$ cat src/hdl/scd_pkg.sv
// shared types, constants and helpers of the seed chaining core
`default_nettype none
package scd_pkg;

   // predecessor ring
   localparam int Window     = 64;
   localparam int WindowBits = $clog2(Window);
   localparam int FillBits   = $clog2(Window + 1);

   // queue between front and back
   localparam int QueueDepth = 2;
   localparam int QueueBits  = $clog2(QueueDepth);
   localparam int CountBits  = $clog2(QueueDepth + 1);

   localparam logic [30:0] ScoreMax = 31'h7FFF_FFFF;

   // reciprocal of 100 scaled by 2^30, exact for the 23-bit partial dividends used
   localparam logic [23:0] Recip100 = 24'd10737419;
   localparam int          RecipShift = 30;

   // configuration register indexes
   localparam logic [2:0] CsrKmerLen   = 3'd0;
   localparam logic [2:0] CsrMaxSkip   = 3'd1;
   localparam logic [2:0] CsrMaxPred   = 3'd2;
   localparam logic [2:0] CsrJoinDist  = 3'd3;
   localparam logic [2:0] CsrDiagMarg  = 3'd4;

   typedef struct packed {
      logic        list_start;
      logic [30:0] query_pos;
      logic [30:0] target_pos;
      logic [31:0] target_id;
      logic        target_rev;
   } req_type;

   typedef struct packed {
      logic [31:0] hit_number;
      logic [30:0] path_score;
      logic [31:0] best_pred;
      logic [31:0] chain_number;
   } rsp_type;

   typedef struct packed {
      logic [6:0]  kmer_len;
      logic [7:0]  max_skip;
      logic [6:0]  max_predecessors;
      logic [30:0] join_dist;
      logic [30:0] diag_band;
   } cfg_type;

   typedef struct packed {
      logic [30:0] query_pos;
      logic [30:0] target_pos;
      logic [31:0] target_id;
      logic        rev;
      logic [30:0] score;
      logic [31:0] chain;
   } ring_entry_type;

   typedef struct packed {
      logic [FillBits-1:0] fill;
      logic                finishing;
   } back_status_type;

   // floor(log2 v), zero for v of zero or one
   function automatic logic [4:0] floor_log2(input logic [30:0] v);
      logic [4:0] r;
      r = 5'd0;
      for (int i = 1; i < 31; i++) begin
         if (v[i]) begin
            r = 5'(i);
         end
      end
      return r;
   endfunction

endpackage
`default_nettype wire

$ cat src/hdl/scd_front.sv
// front end: accepts hits and queues them for the scan engine
`default_nettype none
module scd_front (
   input  wire                          clock,
   input  wire                          reset,
   input  wire                          req_valid,
   output logic                         req_ready,
   input  scd_pkg::req_type             req_data,
   output logic                         q_valid,
   output scd_pkg::req_type             q_data,
   input  wire                          q_pop,
   output logic [scd_pkg::CountBits-1:0] q_count
);

   scd_pkg::req_type                     mem_ff [scd_pkg::QueueDepth];
   logic [scd_pkg::QueueBits-1:0]        wr_ptr_ff, wr_ptr_in;
   logic [scd_pkg::QueueBits-1:0]        rd_ptr_ff, rd_ptr_in;
   logic [scd_pkg::CountBits-1:0]        count_ff, count_in;
   logic                                 push;
   logic                                 pop;

   assign req_ready = (count_ff != scd_pkg::CountBits'(scd_pkg::QueueDepth));
   assign q_valid   = (count_ff != '0);
   assign q_data    = mem_ff[rd_ptr_ff];
   assign q_count   = count_ff;
   assign push      = req_valid && req_ready;
   assign pop       = q_pop && q_valid;

   // pointer and fill update with wrap at the queue depth
   always_comb begin
      wr_ptr_in = wr_ptr_ff;
      rd_ptr_in = rd_ptr_ff;
      count_in  = count_ff;
      if (push) begin
         wr_ptr_in = (wr_ptr_ff == scd_pkg::QueueBits'(scd_pkg::QueueDepth - 1)) ? '0
                     : wr_ptr_ff + 1'b1;
      end
      if (pop) begin
         rd_ptr_in = (rd_ptr_ff == scd_pkg::QueueBits'(scd_pkg::QueueDepth - 1)) ? '0
                     : rd_ptr_ff + 1'b1;
      end
      if (push && !pop) begin
         count_in = count_ff + 1'b1;
      end else if (pop && !push) begin
         count_in = count_ff - 1'b1;
      end
   end

   always_ff @(posedge clock) begin
      if (reset) begin
         wr_ptr_ff <= '0;
         rd_ptr_ff <= '0;
         count_ff  <= '0;
      end else begin
         wr_ptr_ff <= wr_ptr_in;
         rd_ptr_ff <= rd_ptr_in;
         count_ff  <= count_in;
      end
   end

   // queue storage
   always_ff @(posedge clock) begin
      if (push) begin
         mem_ff[wr_ptr_ff] <= req_data;
      end
   end

endmodule
`default_nettype wire

$ cat config.mk
export PLATFORM = sky130hd
export DESIGN_NAME = scd_front
export DESIGN_NICKNAME = d
export VERILOG_FILES = /design/src/hdl/scd_pkg.sv /design/src/hdl/scd_front.sv
export SDC_FILE = /design/constraint.sdc
export NUM_CORES = 1
export LEC_CHECK = 0
export BUFFER_PORTS_ARGS = -buffer_cell sky130_fd_sc_hd__buf_2
export CAP_MARGIN = 20
export CORE_MARGIN = 1
export CORE_UTILIZATION = 41
export DETAILED_ROUTE_END_ITERATION = 16
export HOLD_SLACK_MARGIN = 0.1
export PLACE_DENSITY_LB_ADDON = 0.25
export SYNTH_ARGS = -nofsm -noshare
export SYNTH_HDL_FRONTEND = slang
export SYNTH_SLANG_ARGS = --single-unit
$ cat constraint.sdc
create_clock -name clock -period 4.9 [get_ports clock]
set_input_delay 0.49 -clock clock [delete_from_list [all_inputs] [get_ports clock]]
set_output_delay 0.49 -clock clock [all_outputs]
set_load 0.02 [all_outputs]
==> metrics.cfg <==
[setup_path]
crit_path_end_kind=output port
cp-start-kind=flip-flop
critical_path_class=flip-flop to output port
path_max_fanout=65
required_ps=4410
path_cells=buf_4 > mux2_2 > buf_2
slowest_stage=dfxtp_4
cpLargestDelayFamily=flip-flops
cp_slowest_stage_delay_ps=1020
worstPathArrival_ps=2450
crit_buf_inv=2

[synth]
ys_seq_area_share_pct=79.80
synth-edff-count=192
ys_ff_latch=197
synth_cells=323
syn-num-nets=424
async_reset_ff_share_pct=0
syn_area_um2=7351
yosys_warnings=0
ys_top_cells_by_count=edfxtp_1, mux2_2, mux2_4
ys_top_cells_by_area=edfxtp_1, mux2_2, mux2_4
synth_top_area_share_pct=78.43
synth_area_leader_cell=edfxtp_1
syn_area_per_cell_um2=22.76
synth_most_common_cell=edfxtp_1
synth.distinct_cells=21
synthFlopType=edfxtp_1

[placed_design]
preCtsSetupSlack_ps=2378
gp_congestion=0.7200
dp_hpwl_um=8541
post_dp_cell_area_um2=8538
io_buffers=199

[final_layout]
multi_input_area_um2=1355
final_layout_size_suffix_gt1_share_pct=61.24
area_growth_pct=24.54
nets=635
seqCellArea_um2=5869
stdcell_area_um2=9155
fill_cells=1475
num_antenna_cells=0

[clock_tree]
cts_sinks=197
ctsHoldBuffers=0
cts_buffer_depth=2
tritoncts=built
cts_resized=0
cts_max_level=4
cts_setup_buffers=0
clk_latency_ps=420
clkTransAtPathRegs_ps=70
cts_made_buffers=17
root_buffer=clkbuf_16

[drt]
drt_iter0_markers=145
drt_wl_total_um=13120
drc_errors=0
via_per_inst=4.710
num_vias=3636
postRouteAntennaNets=0
avgRoutedWirePerCell_um=17.00
drt-pass1-iter-count=4

[sta]
slew_viol_final=0
slew_headroom_pct=31.55
timing.final.crit_share_pct=60.01
clock_skew_ps=4.833
tightest_slew_ps=1027
rsz0062_at_grt=no
worst_slack_ps=1960
setup_violations=0
fmax_ghz=0.3401
period_minus_slack_ps=2940
setup_tns_ps=0
hold_violations=0

[die]
fp.dieH_um=135.9
initial_core_util_pct=42.21
coreArea_um2=17420
io_pins=200
dieArea_um2=18470
dieWidth_um=135.9
fp-row-count=48

[global_route]
grt_overflow_total=0
track_usage_pct=14.30
grt_max_degree=72
grt_pass1_wl_um=19310
grt_pass1_vias=3770
antenna_found_initial=1

[power]
ir_worst_vdd_uv=402.1
p_per_area_nw_per_um2=540.9
power_leakage_nw=3.486

[worst_hold_path]
hold_class=input port to flip-flop

[run_status]
outcome=complete, no violations

[flow_run]
drv_cap=0

worst reg2reg max path: stages, from the launching register on:
cell and delay (ps):
dfxtp_1 440, nand2b_1 230, and3_4 880, buf_4 550
layout make-up:
type | count | area share (%)
repair buffers | 203 | 11.21
inverters | 1 | 0.06833
clock buffers | 17 | 4.647
clock inverters | 15 | 2.091
well taps | 225 | 3.075
multi-input cells | 114 | 14.80
flip-flops and latches | 197 | 64.11
logic make-up (layout without fill, tap and decap cells):
group                      count (synthesis)  in the layout  synth area share, %
muxes                                     96             96                16.75
buffers and inverters                     12            236                1.838
AOI/OAI and AO/OA                          5              5               0.4085
and+or+nand+nor                            9              9               0.6812
adders and majority gates                  1              1               0.1702
DFF                                      197            197                79.80
xor gates and xnor gates                   3              3               0.3575
registers in the layout, indices dropped and copies added (netlist names), named ones only:
signal,cells
mem_ff,192
q_count,2
rd_ptr_ff,1
wr_ptr_ff,1
layout by cell type (no fill, tap or decap), drive strengths merged:
cell type,netlist,layout
inv,1,8
edfxtp,192,192
clkinv,0,3
o21ai,2,2
a21bo,1,1
nand3b,1,1
or3,1,1
mux2,96,96
buf,11,203
clkbuf,0,17
clkinvlp,0,2
or2,1,1
ha,1,1
dfxtp,5,5
nor2,3,3
and2,1,1
xor2,3,3
a21oi,2,2
bufinv,0,3
and3,1,1
nand2b,1,1
where the power goes:
| group | total, W | leakage (nW) | internal, W | switching [W] |
|---|---|---|---|---|
| sequential | 0.00225 | 1.83 | 0.00211 | 0.000143 |
| clock | 0.00143 | 0.298 | 0.000818 | 0.000612 |
| combinational | 0.00127 | 1.35 | 0.000563 | 0.000709 |
layer usage:
layer  routed length (µm)  GRT usage, %  vias up  share of wire (%)
li1                     -             -     1710                  -
met1                 5368         16.78     1768                 41
met2                 6524         23.84      141                 50
met3                 1041         5.034       15                7.9
met4                  173         5.926        2                1.3
met5                   13             0        -              0.099
stage by stage:
stage / std cells / utilization, % / hold slack (ps) / total power (W)
2_1_floorplan: 323 / - / 472.5 / 0.003228
3_3_place_gp: 740 / 49.02 / 484.1 / 0.003556
3_5_place_dp: 740 / 49.02 / 504.4 / 0.003580
4_1_cts: 772 / 52.56 / 225.5 / 0.005018
5_1_grt: 772 / 52.56 / 223.0 / 0.005168
6_report: 772 / 52.56 / 248.9 / 0.004952
worst paths after layout:
check / cells past startpoint / from / slack [ps] / to
setup reg to reg: 3 / q_count[0]$_SDFFE_PP0P_ / 2460 / mem_ff[1][71]$_DFFE_PP_
setup / recovery: 3 / flip-flop / 1960 / q_data[95]
hold reg to reg: 2 / rd_ptr_ff$_SDFFE_PP0P_ / 510 / rd_ptr_ff$_SDFFE_PP0P_
hold / removal: 1 / req_data[9] / 250 / mem_ff[1][9]$_DFFE_PP_
Power figures use the tool's default switching activity.
